[src/hw/rtl/bnv_pkg.sv]
// ----------------------------------------------------------------------------
// Bucket name validator package
// Shared constants, types and character class functions.
// ----------------------------------------------------------------------------
package bnv_pkg;

  localparam int unsigned CHAR_W      = 8;
  localparam int unsigned LEN_W       = 8;
  localparam int unsigned CFG_INDEX_W = 2;
  localparam int unsigned CFG_DATA_W  = 8;
  localparam int unsigned GROUP_CNT_W = 3;
  localparam int unsigned GROUP_DIG_W = 2;
  localparam int unsigned GROUP_VAL_W = 10;

  localparam logic [LEN_W-1:0]       LEN_MAX         = 8'd255;
  localparam logic [LEN_W-1:0]       MIN_LENGTH_RST  = 8'd3;
  localparam logic [LEN_W-1:0]       MAX_LENGTH_RST  = 8'd63;
  localparam logic [GROUP_CNT_W-1:0] GROUP_CNT_SAT   = 3'd5;
  localparam logic [GROUP_CNT_W-1:0] GROUP_CNT_QUAD  = 3'd4;
  localparam logic [GROUP_DIG_W-1:0] GROUP_DIG_MAX   = 2'd3;
  localparam logic [GROUP_VAL_W-1:0] GROUP_VAL_LIMIT = 10'd255;

  localparam logic [CHAR_W-1:0] CH_PERIOD = 8'h2E;
  localparam logic [CHAR_W-1:0] CH_DASH   = 8'h2D;
  localparam logic [CHAR_W-1:0] CH_ZERO   = 8'h30;
  localparam logic [CHAR_W-1:0] CH_NINE   = 8'h39;
  localparam logic [CHAR_W-1:0] CH_LOW_A  = 8'h61;
  localparam logic [CHAR_W-1:0] CH_LOW_Z  = 8'h7A;

  typedef enum logic [CFG_INDEX_W-1:0] {
    CFG_MIN_LENGTH = 2'd0,
    CFG_MAX_LENGTH = 2'd1
  } cfg_index_t;

  typedef struct packed {
    logic [LEN_W-1:0] min_length;
    logic [LEN_W-1:0] max_length;
  } limits_t;

  typedef struct packed {
    logic name_ok;
    logic bad_length;
    logic bad_first;
    logic bad_last;
    logic double_period;
    logic dash_by_period;
    logic bad_symbol;
    logic looks_like_ip;
  } verdict_t;

  function automatic logic is_lower(input logic [CHAR_W-1:0] c);
    return (c >= CH_LOW_A) && (c <= CH_LOW_Z);
  endfunction

  function automatic logic is_digit(input logic [CHAR_W-1:0] c);
    return (c >= CH_ZERO) && (c <= CH_NINE);
  endfunction

  function automatic logic is_alnum_low(input logic [CHAR_W-1:0] c);
    return is_lower(c) || is_digit(c);
  endfunction

endpackage

[src/hw/rtl/bnv_ifs.sv]
// ----------------------------------------------------------------------------
// Bucket name validator stream interfaces
// Character input channel and verdict output channel, valid/ready handshake.
// ----------------------------------------------------------------------------
interface bnv_char_if;
  logic                        valid;
  logic                        ready;
  logic [bnv_pkg::CHAR_W-1:0]  char_code;
  logic                        last_char;

  modport source (output valid, output char_code, output last_char, input ready);
  modport sink   (input valid, input char_code, input last_char, output ready);
endinterface

interface bnv_verdict_if;
  logic valid;
  logic ready;
  logic name_ok;
  logic bad_length;
  logic bad_first;
  logic bad_last;
  logic double_period;
  logic dash_by_period;
  logic bad_symbol;
  logic looks_like_ip;

  modport source (
    output valid, output name_ok, output bad_length, output bad_first,
    output bad_last, output double_period, output dash_by_period,
    output bad_symbol, output looks_like_ip, input ready
  );
  modport sink (
    input valid, input name_ok, input bad_length, input bad_first,
    input bad_last, input double_period, input dash_by_period,
    input bad_symbol, input looks_like_ip, output ready
  );
endinterface

[src/hw/rtl/bnv_cfg_regs.sv]
// ----------------------------------------------------------------------------
// Bucket name validator configuration registers
// Holds the minimum and maximum name length limits.
// ----------------------------------------------------------------------------
module bnv_cfg_regs (
  input  logic                              clk,
  input  logic                              rst,
  input  logic                              cfg_we,
  input  logic [bnv_pkg::CFG_INDEX_W-1:0]   cfg_index,
  input  logic [bnv_pkg::CFG_DATA_W-1:0]    cfg_data,
  output bnv_pkg::limits_t                  limits
);

  bnv_pkg::limits_t limits_next;

  always_comb begin
    limits_next = limits;
    if (cfg_we) begin
      unique case (bnv_pkg::cfg_index_t'(cfg_index))
        bnv_pkg::CFG_MIN_LENGTH: limits_next.min_length = cfg_data[bnv_pkg::LEN_W-1:0];
        bnv_pkg::CFG_MAX_LENGTH: limits_next.max_length = cfg_data[bnv_pkg::LEN_W-1:0];
        default: limits_next = limits;
      endcase
    end
  end

  always_ff @(posedge clk) begin
    if (rst) begin
      limits.min_length <= bnv_pkg::MIN_LENGTH_RST;
      limits.max_length <= bnv_pkg::MAX_LENGTH_RST;
    end else begin
      limits <= limits_next;
    end
  end

endmodule

[src/hw/rtl/bnv_scan.sv]
// ----------------------------------------------------------------------------
// Bucket name validator character scanner
// Running per-name state and the verdict formed at the last character.
// ----------------------------------------------------------------------------
module bnv_scan (
  input  logic                          clk,
  input  logic                          rst,
  input  logic                          step,
  input  logic [bnv_pkg::CHAR_W-1:0]    char_code,
  input  logic                          last_char,
  input  bnv_pkg::limits_t              limits,
  output bnv_pkg::verdict_t             verdict
);

  logic [bnv_pkg::LEN_W-1:0]        length_count, length_count_next;
  logic [bnv_pkg::CHAR_W-1:0]       previous_char;
  logic                             first_error, first_error_next;
  logic [2:0]                       pair_errors, pair_errors_next;
  logic [bnv_pkg::GROUP_CNT_W-1:0]  group_count, group_count_next;
  logic [bnv_pkg::GROUP_DIG_W-1:0]  group_digits, group_digits_next;
  logic [bnv_pkg::GROUP_VAL_W-1:0]  group_value, group_value_next;
  logic                             ip_possible, ip_possible_next;

  logic c_period, c_dash, c_digit, c_alnum;
  logic [bnv_pkg::GROUP_VAL_W-1:0] digit_value;

  assign c_period    = (char_code == bnv_pkg::CH_PERIOD);
  assign c_dash      = (char_code == bnv_pkg::CH_DASH);
  assign c_digit     = bnv_pkg::is_digit(char_code);
  assign c_alnum     = bnv_pkg::is_alnum_low(char_code);
  assign digit_value = {{(bnv_pkg::GROUP_VAL_W-4){1'b0}}, char_code[3:0]};

  always_comb begin
    first_error_next  = first_error;
    pair_errors_next  = pair_errors;
    length_count_next = length_count;
    group_count_next  = group_count;
    group_digits_next = group_digits;
    group_value_next  = group_value;
    ip_possible_next  = ip_possible;

    if (length_count == '0 && !c_alnum) begin
      first_error_next = 1'b1;
    end
    if (length_count != '0) begin
      if (previous_char == bnv_pkg::CH_PERIOD && c_period) begin
        pair_errors_next[0] = 1'b1;
      end
      if ((previous_char == bnv_pkg::CH_PERIOD && c_dash) ||
          (previous_char == bnv_pkg::CH_DASH && c_period)) begin
        pair_errors_next[1] = 1'b1;
      end
    end
    if (!(c_alnum || c_dash || c_period)) begin
      pair_errors_next[2] = 1'b1;
    end
    if (length_count != bnv_pkg::LEN_MAX) begin
      length_count_next = length_count + 1'b1;
    end

    if (c_period) begin
      group_digits_next = '0;
      group_value_next  = '0;
    end else if (c_digit) begin
      if (group_digits == '0) begin
        if (group_count != bnv_pkg::GROUP_CNT_SAT) begin
          group_count_next = group_count + 1'b1;
        end
        if (group_count_next > bnv_pkg::GROUP_CNT_QUAD) begin
          ip_possible_next = 1'b0;
        end
      end
      if (group_digits == bnv_pkg::GROUP_DIG_MAX) begin
        ip_possible_next = 1'b0;
      end else begin
        group_digits_next = group_digits + 1'b1;
        // At most two digits are held here, so the value stays below 100.
        group_value_next  = (group_value << 3) + (group_value << 1) + digit_value;
        if (group_value_next > bnv_pkg::GROUP_VAL_LIMIT) begin
          ip_possible_next = 1'b0;
        end
      end
    end else begin
      ip_possible_next = 1'b0;
    end
  end

  always_comb begin
    verdict.bad_length     = (length_count_next < limits.min_length) ||
                             (length_count_next > limits.max_length);
    verdict.bad_first      = first_error_next;
    verdict.bad_last       = !c_alnum;
    verdict.double_period  = pair_errors_next[0];
    verdict.dash_by_period = pair_errors_next[1];
    verdict.bad_symbol     = pair_errors_next[2];
    verdict.looks_like_ip  = ip_possible_next && (group_count_next == bnv_pkg::GROUP_CNT_QUAD);
    verdict.name_ok        = !(verdict.bad_length | verdict.bad_first | verdict.bad_last |
                               verdict.double_period | verdict.dash_by_period |
                               verdict.bad_symbol | verdict.looks_like_ip);
  end

  always_ff @(posedge clk) begin
    if (rst || (step && last_char)) begin
      length_count  <= '0;
      previous_char <= '0;
      first_error   <= 1'b0;
      pair_errors   <= '0;
      group_count   <= '0;
      group_digits  <= '0;
      group_value   <= '0;
      ip_possible   <= 1'b1;
    end else if (step) begin
      length_count  <= length_count_next;
      previous_char <= char_code;
      first_error   <= first_error_next;
      pair_errors   <= pair_errors_next;
      group_count   <= group_count_next;
      group_digits  <= group_digits_next;
      group_value   <= group_value_next;
      ip_possible   <= ip_possible_next;
    end
  end

endmodule

[src/hw/rtl/bucket_name_validator_core.sv]
// ----------------------------------------------------------------------------
// Bucket name validator core
// Checks a bucket name streamed one character per transfer and delivers
// one verdict transfer for the transfer that carries the last character.
//
//   Channel   Direction  Handshake     Payload
//   in_ch     sink       valid/ready   char_code[7:0], last_char
//   out_ch    source     valid/ready   name_ok and seven rule flags
//   cfg       write      cfg_we        cfg_index[1:0], cfg_data[7:0]
//
// One character is taken every cycle unless a last character waits in the input
// register for out_ch; the verdict comes from the input and result registers.
// Reset is synchronous and restores the default limits of 3 and 63.
// While a verdict waits on out_ch, further characters are still accepted
// until the next last character reaches the input register.
// ----------------------------------------------------------------------------
module bucket_name_validator_core (
  input  logic                             clk,
  input  logic                             rst,
  bnv_char_if.sink                         in_ch,
  bnv_verdict_if.source                    out_ch,
  input  logic                             cfg_we,
  input  logic [bnv_pkg::CFG_INDEX_W-1:0]  cfg_index,
  input  logic [bnv_pkg::CFG_DATA_W-1:0]   cfg_data
);

  bnv_pkg::limits_t  limits;
  bnv_pkg::verdict_t verdict;
  bnv_pkg::verdict_t out_data;

  logic                        s1_valid;
  logic [bnv_pkg::CHAR_W-1:0]  s1_char;
  logic                        s1_last;
  logic                        out_valid;
  logic                        out_free;
  logic                        s1_adv;
  logic                        in_take;

  bnv_cfg_regs u_cfg (
    .clk       (clk),
    .rst       (rst),
    .cfg_we    (cfg_we),
    .cfg_index (cfg_index),
    .cfg_data  (cfg_data),
    .limits    (limits)
  );

  bnv_scan u_scan (
    .clk       (clk),
    .rst       (rst),
    .step      (s1_adv),
    .char_code (s1_char),
    .last_char (s1_last),
    .limits    (limits),
    .verdict   (verdict)
  );

  assign out_free    = !out_valid || out_ch.ready;
  assign s1_adv      = s1_valid && (!s1_last || out_free);
  assign in_ch.ready = !s1_valid || s1_adv;
  assign in_take     = in_ch.valid && in_ch.ready;

  always_ff @(posedge clk) begin
    if (rst) begin
      s1_valid <= 1'b0;
    end else if (in_ch.ready) begin
      s1_valid <= in_ch.valid;
    end
  end

  always_ff @(posedge clk) begin
    if (in_take) begin
      s1_char <= in_ch.char_code;
      s1_last <= in_ch.last_char;
    end
  end

  always_ff @(posedge clk) begin
    if (rst) begin
      out_valid <= 1'b0;
    end else if (s1_adv && s1_last) begin
      out_valid <= 1'b1;
    end else if (out_ch.ready) begin
      out_valid <= 1'b0;
    end
  end

  always_ff @(posedge clk) begin
    if (s1_adv && s1_last) begin
      out_data <= verdict;
    end
  end

  assign out_ch.valid          = out_valid;
  assign out_ch.name_ok        = out_data.name_ok;
  assign out_ch.bad_length     = out_data.bad_length;
  assign out_ch.bad_first      = out_data.bad_first;
  assign out_ch.bad_last       = out_data.bad_last;
  assign out_ch.double_period  = out_data.double_period;
  assign out_ch.dash_by_period = out_data.dash_by_period;
  assign out_ch.bad_symbol     = out_data.bad_symbol;
  assign out_ch.looks_like_ip  = out_data.looks_like_ip;

endmodule

[src/flat_wrapper.sv]
// flat-port wrapper written by rule: the top's interface ports become plain ports
module bucket_name_validator_core_flat 
  (clk, rst, cfg_we, cfg_index, cfg_data, in_ch_valid, in_ch_char_code, in_ch_last_char, in_ch_ready, out_ch_valid, out_ch_name_ok, out_ch_bad_length, out_ch_bad_first, out_ch_bad_last, out_ch_double_period, out_ch_dash_by_period, out_ch_bad_symbol, out_ch_looks_like_ip, out_ch_ready);
  bnv_char_if in_ch_i ();
  bnv_verdict_if out_ch_i ();
  input  logic clk;
  input  logic rst;
  input  logic cfg_we;
  input  logic [bnv_pkg::CFG_INDEX_W-1:0] cfg_index;
  input  logic [bnv_pkg::CFG_DATA_W-1:0] cfg_data;
  input wire logic [$bits(in_ch_i.valid)-1:0] in_ch_valid;
  input wire logic [$bits(in_ch_i.char_code)-1:0] in_ch_char_code;
  input wire logic [$bits(in_ch_i.last_char)-1:0] in_ch_last_char;
  output wire logic [$bits(in_ch_i.ready)-1:0] in_ch_ready;
  output wire logic [$bits(out_ch_i.valid)-1:0] out_ch_valid;
  output wire logic [$bits(out_ch_i.name_ok)-1:0] out_ch_name_ok;
  output wire logic [$bits(out_ch_i.bad_length)-1:0] out_ch_bad_length;
  output wire logic [$bits(out_ch_i.bad_first)-1:0] out_ch_bad_first;
  output wire logic [$bits(out_ch_i.bad_last)-1:0] out_ch_bad_last;
  output wire logic [$bits(out_ch_i.double_period)-1:0] out_ch_double_period;
  output wire logic [$bits(out_ch_i.dash_by_period)-1:0] out_ch_dash_by_period;
  output wire logic [$bits(out_ch_i.bad_symbol)-1:0] out_ch_bad_symbol;
  output wire logic [$bits(out_ch_i.looks_like_ip)-1:0] out_ch_looks_like_ip;
  input wire logic [$bits(out_ch_i.ready)-1:0] out_ch_ready;
  assign in_ch_i.valid = in_ch_valid;
  assign in_ch_i.char_code = in_ch_char_code;
  assign in_ch_i.last_char = in_ch_last_char;
  assign in_ch_ready = in_ch_i.ready;
  assign out_ch_valid = out_ch_i.valid;
  assign out_ch_name_ok = out_ch_i.name_ok;
  assign out_ch_bad_length = out_ch_i.bad_length;
  assign out_ch_bad_first = out_ch_i.bad_first;
  assign out_ch_bad_last = out_ch_i.bad_last;
  assign out_ch_double_period = out_ch_i.double_period;
  assign out_ch_dash_by_period = out_ch_i.dash_by_period;
  assign out_ch_bad_symbol = out_ch_i.bad_symbol;
  assign out_ch_looks_like_ip = out_ch_i.looks_like_ip;
  assign out_ch_i.ready = out_ch_ready;
  bucket_name_validator_core u_core (.clk(clk), .rst(rst), .in_ch(in_ch_i), .out_ch(out_ch_i), .cfg_we(cfg_we), .cfg_index(cfg_index), .cfg_data(cfg_data));
endmodule
[config.mk]
export PLATFORM = sky130hd
export DESIGN_NAME = bucket_name_validator_core_flat
export DESIGN_NICKNAME = d
export VERILOG_FILES = /design/src/hw/rtl/bnv_pkg.sv /design/src/hw/rtl/bnv_ifs.sv /design/src/hw/rtl/bnv_cfg_regs.sv /design/src/hw/rtl/bnv_scan.sv /design/src/hw/rtl/bucket_name_validator_core.sv /design/src/flat_wrapper.sv
export SDC_FILE = /design/constraint.sdc
export NUM_CORES = 1
export LEC_CHECK = 0
export BUFFER_PORTS_ARGS = -buffer_cell sky130_fd_sc_hd__clkbuf_2
export CORE_MARGIN = 2
export CORE_UTILIZATION = 45
export CTS_CLUSTER_DIAMETER = 80
export CTS_CLUSTER_SIZE = 40
export DETAILED_ROUTE_END_ITERATION = 8
export SYNTH_ARGS = -nofsm -noshare
export SYNTH_HDL_FRONTEND = slang
export SYNTH_SLANG_ARGS = --single-unit
export TNS_END_PERCENT = 10
[constraint.sdc]
create_clock -name clk -period 4.5 [get_ports clk]
set_input_delay 0.225 -clock clk [delete_from_list [all_inputs] [get_ports clk]]
set_output_delay 0.225 -clock clk [all_outputs]
set_load 0.01 [all_outputs]
Word level (Yosys, flattened, before mapping)

Cells that the tools add are included.

Add/sub/neg operators: 5
Multipliers: 0
Div/mod/pow operators: 0
$lt $le $gt $ge: 8
Equality and inequality tests: 10
Shift operators: 0
Mux-type cells: 27
Bitwise operators: 6
Reduce and logical (&&, ||, !) cells: 33

Operators by type and width:

| operator              | number |
|---|---|
| $eq A8 B6 Y1 const B  | 4 |
| $mux W9               | 3 |
| $mux W3               | 7 |
| $mux W1               | 12 |
| $add A10 B10 Y10      | 1 |
| $add A10 B4 Y10       | 1 |
| $gt A10 B8 Y1 const B | 1 |
| $logic_and A1 B1 Y1   | 10 |
| $logic_or A1 B1 Y1    | 9 |
| $add A8 B1 Y8 const B | 1 |
| $ge A8 B6 Y1 const B  | 1 |
| $ge A8 B7 Y1 const B  | 1 |
| $gt A8 B8 Y1          | 1 |
| $le A8 B6 Y1 const B  | 1 |
| $le A8 B7 Y1 const B  | 1 |
| $logic_not A8 Y1      | 1 |
| $lt A8 B8 Y1          | 1 |
| $mux W2               | 4 |
| $mux W8               | 1 |
| $ne A8 B8 Y1 const B  | 1 |
| $reduce_bool A8 Y1    | 1 |
| $or A1 B1 Y1          | 6 |
| $logic_not A1 Y1      | 5 |
| $logic_not A2 Y1      | 2 |
| 11 further kinds      | 13 |

Bits in registers: 70
Latch bits: 0
RAM bits: 0
Memory bits (read-only): 0
Output and inout port bits: 10
Logic and storage cells: 111
Memories kept: 0

Depth between registers and ports, before layout

Depth after elaboration: 15
Depth in mapped cells: 12

By module

From an unflattened synthesis, not the netlist that was laid out.

Cell total of the unflattened synthesis: 426
Area total of the unflattened synthesis: 4078.9 um2

Modules (own cells, without submodules):

| module                     | times used | cells each | area each (um2) |
|---|---|---|---|
| bnv_scan                   | 1          | 329        | 2775.2 |
| bnv_cfg_regs               | 1          | 68         | 689.4 |
| bucket_name_validator_core | 1          | 29         | 614.3 |

Least setup slack after synthesis

No wires, ideal clock.

Path type: flip-flop to flip-flop
Start: register u_core.s1_char[3] (netlist name)
End: register u_core.out_data, in the netlist u_core.out_ch.name_ok (data pin)
Setup time: 269 ps
Data arrival time: 2854 ps
Data required time: 4231 ps
Setup slack: 1377 ps
Cell stages (with the launch flop): 10
Buffers on the path: 0
Cell sequence: edfxtp_1 > inv_1 > fa_1 > fa_1 > nand2b_1 > a21o_1 > a211o_1 > or4b_2 > a21oi_1 > nor4_2

RTL lines:

| element                | line                             | text |
|---|---|---|
| from (decl)            | bucket_name_validator_core.sv:32 | `logic [bnv_pkg::CHAR_W-1:0] s1_char;` |
| from (signal assigned) | bucket_name_validator_core.sv:73 | `s1_char <= in_ch.char_code;` |
| to (signal assigned)   | bucket_name_validator_core.sv:90 | `out_data <= verdict;` |
| to (decl)              | bucket_name_validator_core.sv:29 | `bnv_pkg::verdict_t out_data;` |

==> summary.txt <==
STA
  • RSZ-0062 raised after global routing: no
  • Clock skew: 9.99 ps
  • Final setup viols: 0
  • Final min period: 3370 ps
  • Final period util: 0.748
  • Fin. Hold Viols: 0
  • Slew margin rel.: 0.374
  • Slew at the pin closest to its max-slew limit: 934 ps
  • Hold Slack: 54.2 ps
  • Setup TNS: 0 ps
  • Achievable frequency: 0.297 GHz
  • Final Max Tran Viols: 0

Clock network
  • Cts repair resizes: 0
  • Clock Latency Late Sink: 340 ps
  • Maximum level of the CTS H-tree: 3
  • CTS buffer count: 9
  • CTS Hold Bufs: 0
  • Clock tree buffer depth: 2
  • CTS root buffer: clkbuf_8
  • CTS tree: done
  • Post-CTS setup repair buffer count: 0
  • Clock transition at path regs: 80 ps
  • Clk sink count: 70

Critical path
  • Crit-path max FO: 5
  • Crit path launch type: register
  • WS Path Type: reg2reg
  • CP required: 4570 ps
  • Crit path DAT: 3440 ps
  • Critical Path Sink Type: register

Synthesis
  • Yosys Warn Count: 0
  • Post-synthesis cell type count: 57
  • Top FF cell, synth: dfxtp_1
  • Sequential fraction of the synthesis area: 0.411
  • Syn avg cell area: 8.92 um^2
  • Count of state elements after synthesis: 70
  • Share of the synthesized area in the top cell type: 0.277
  • Asr flop ratio synth: 0
  • Ranking of synthesized cells by area: dfxtp_1 28%, edfxtp_1 13%, ha_1 12%, a21oi_1 6.4%, nand2_1 5.0%
  • Mapped Cells: 429
  • EDFF count, synth: 17
  • Netlist Area Pre-Place: 3830 um^2
  • Synth area leader: dfxtp_1
  • Syn nets: 491
  • Top-count cell post-synth: dfxtp_1
  • Commonest cells post-synth: 53 x dfxtp_1, 51 x nand2_1, 49 x a21oi_1

Die
  • Initial core utilization: 0.466
  • Row cnt: 33
  • Die Y: 96.2 um
  • Ports: 34
  • Full die area: 9260 um^2
  • Core area: 8220 um^2
  • Die X: 96.2 um

Detailed routing
  • Post-Route WL: 7820 um
  • DR iter-0 viols: 123
  • Wirelength per Cell: 13.7 um
  • DR pass1 iterations: 4
  • Antenna Violating Nets Remaining: 0
  • Routed vias/inst: 5.34
  • Detailed-route DRC error count: 0
  • Vias: 3044

Flow run
  • Max-cap violation count: 0

Layout
  • Final Util: 0.522
  • NumNets Final: 522
  • Layout cells sized above 1: 0.138
  • Area grow syn2layout: 12.1%
  • Ant diodes: 0

Outcome
  • Outcome: finished clean

Global route
  • First-pass GRT wire length: 13200 um
  • GRT Total Usage: 0.185
  • Vias in the first global route: 2753
  • Largest net degree at the start of global routing: 30
  • Antenna violations before repair: 0
  • Global route overflow: 0

Worst hold path
  • Worst Hold Class: in2reg

Power and ir drop
  • Overall Power: 1.33 mW
  • Max rail drop VDD: 0.137 mV
  • Leakage power: 1.83 nW
  • Power Density: 310 nW/um^2

Place
  • Detailed placement HPWL: 5750 um
  • GP Congestion: 0.779
  • Port buffer count: 33
registers in the layout (all words and copies together) (netlist names), 2 cells and up:
register / cells
u_core.u_scan.length_count: 8
u_core.u_scan.group_value: 9
u_core.u_cfg.limits: 16
u_core.u_scan.previous_char: 8
u_core.u_scan.group_count: 3
u_core.s1_char: 8
u_core.u_scan.pair_errors: 3
u_core.u_scan.group_digits: 2
power breakdown:
part | internal [mW] | switching, mW
registers | 0.664 | 0.0129
logic | 0.0416 | 0.0617
clock network | 0.308 | 0.241
path summary, 6_finish.rpt:
path,start,to,slack [ps],depth (start not counted)
min reg2reg,u_core.u_cfg.limits[7]$_SDFFE_PP0P_,u_core.u_cfg.limits[7]$_SDFFE_PP0P_,460,2
max,u_core.s1_char[3]$_DFFE_PP_,u_core.out_ch.name_ok$_DFFE_PP_,1130,9
min,in_ch_char_code[0],u_core.s1_char[0]$_DFFE_PP_,50,1
max reg2reg,u_core.s1_char[3]$_DFFE_PP_,u_core.out_ch.name_ok$_DFFE_PP_,1130,9
per-layer routing:
| metal | global-route usage | wire, um | vias up |
|---|---|---|---|
| met2 | 0.262 | 3180 | 55 |
| met4 | 0.0690 | 89 | 0 |
| met1 | 0.280 | 4210 | 1404 |
| li1 | - | - | 1578 |
| met3 | 0.0298 | 336 | 7 |
| met5 | 0 | 0 | - |
stage by stage:
step | area (um^2) | worst slack, ps | instances
final | 4290 | 1130 | 570
after floorplan | 3830 | 1380 | 429
after global routing | 4290 | 926 | 570
after global placement | 4080 | 1260 | 554
after detailed placement | 4080 | 1180 | 554
after CTS | 4290 | 1160 | 570
kinds of logic after synthesis:
logic type / share of synthesized area
XOR/XNOR: 0.0206
AND/OR/NAND/NOR: 0.210
flip-flops: 0.411
adder cells (fa/ha/maj): 0.128
multiplexers: 0.0137
buffers and inverters: 0.0487
AO/OA/AOI/OAI: 0.168
final cells by class:
class	count	area, um^2
fillers	781	3930
multi-input cells	312	2070
flip-flops and latches	70	1570
repair buffers	36	188
well taps	105	131
clock buffers	9	124
inverters	31	116
clock inverters	7	88.8
critical path, stage by stage, from the launching register on:
cell and delay, ps:
edfxtp_1 450, inv_1 120, fa_1 460, fa_1 460
nand2b_1 220, a21o_1 190, a211o_1 260, or4b_2 640
a21oi_1 230, nor4_2 70
layout by cell type, fill, tap and decap left out, types with 4 or more instances in the layout:
master	Yosys	routed
a211oi_1	6	6
nor4_1	4	4
a211o_1	8	8
clkbuf_8	0	9
a21o_1	4	4
inv_1	31	31
edfxtp_1	17	17
nand2_1	51	51
nand2b_1	7	7
a21oi_1	49	49
nand4_1	4	4
o211a_1	4	4
nor2b_1	8	8
nand3_1	15	15
o21ai_0	13	13
ha_1	36	36
nor2_1	39	39
clkbuf_2	1	33
xnor2_1	6	6
dfxtp_1	53	53
nand3b_1	4	4
No activity file was read; power rests on OpenSTA's default activity.
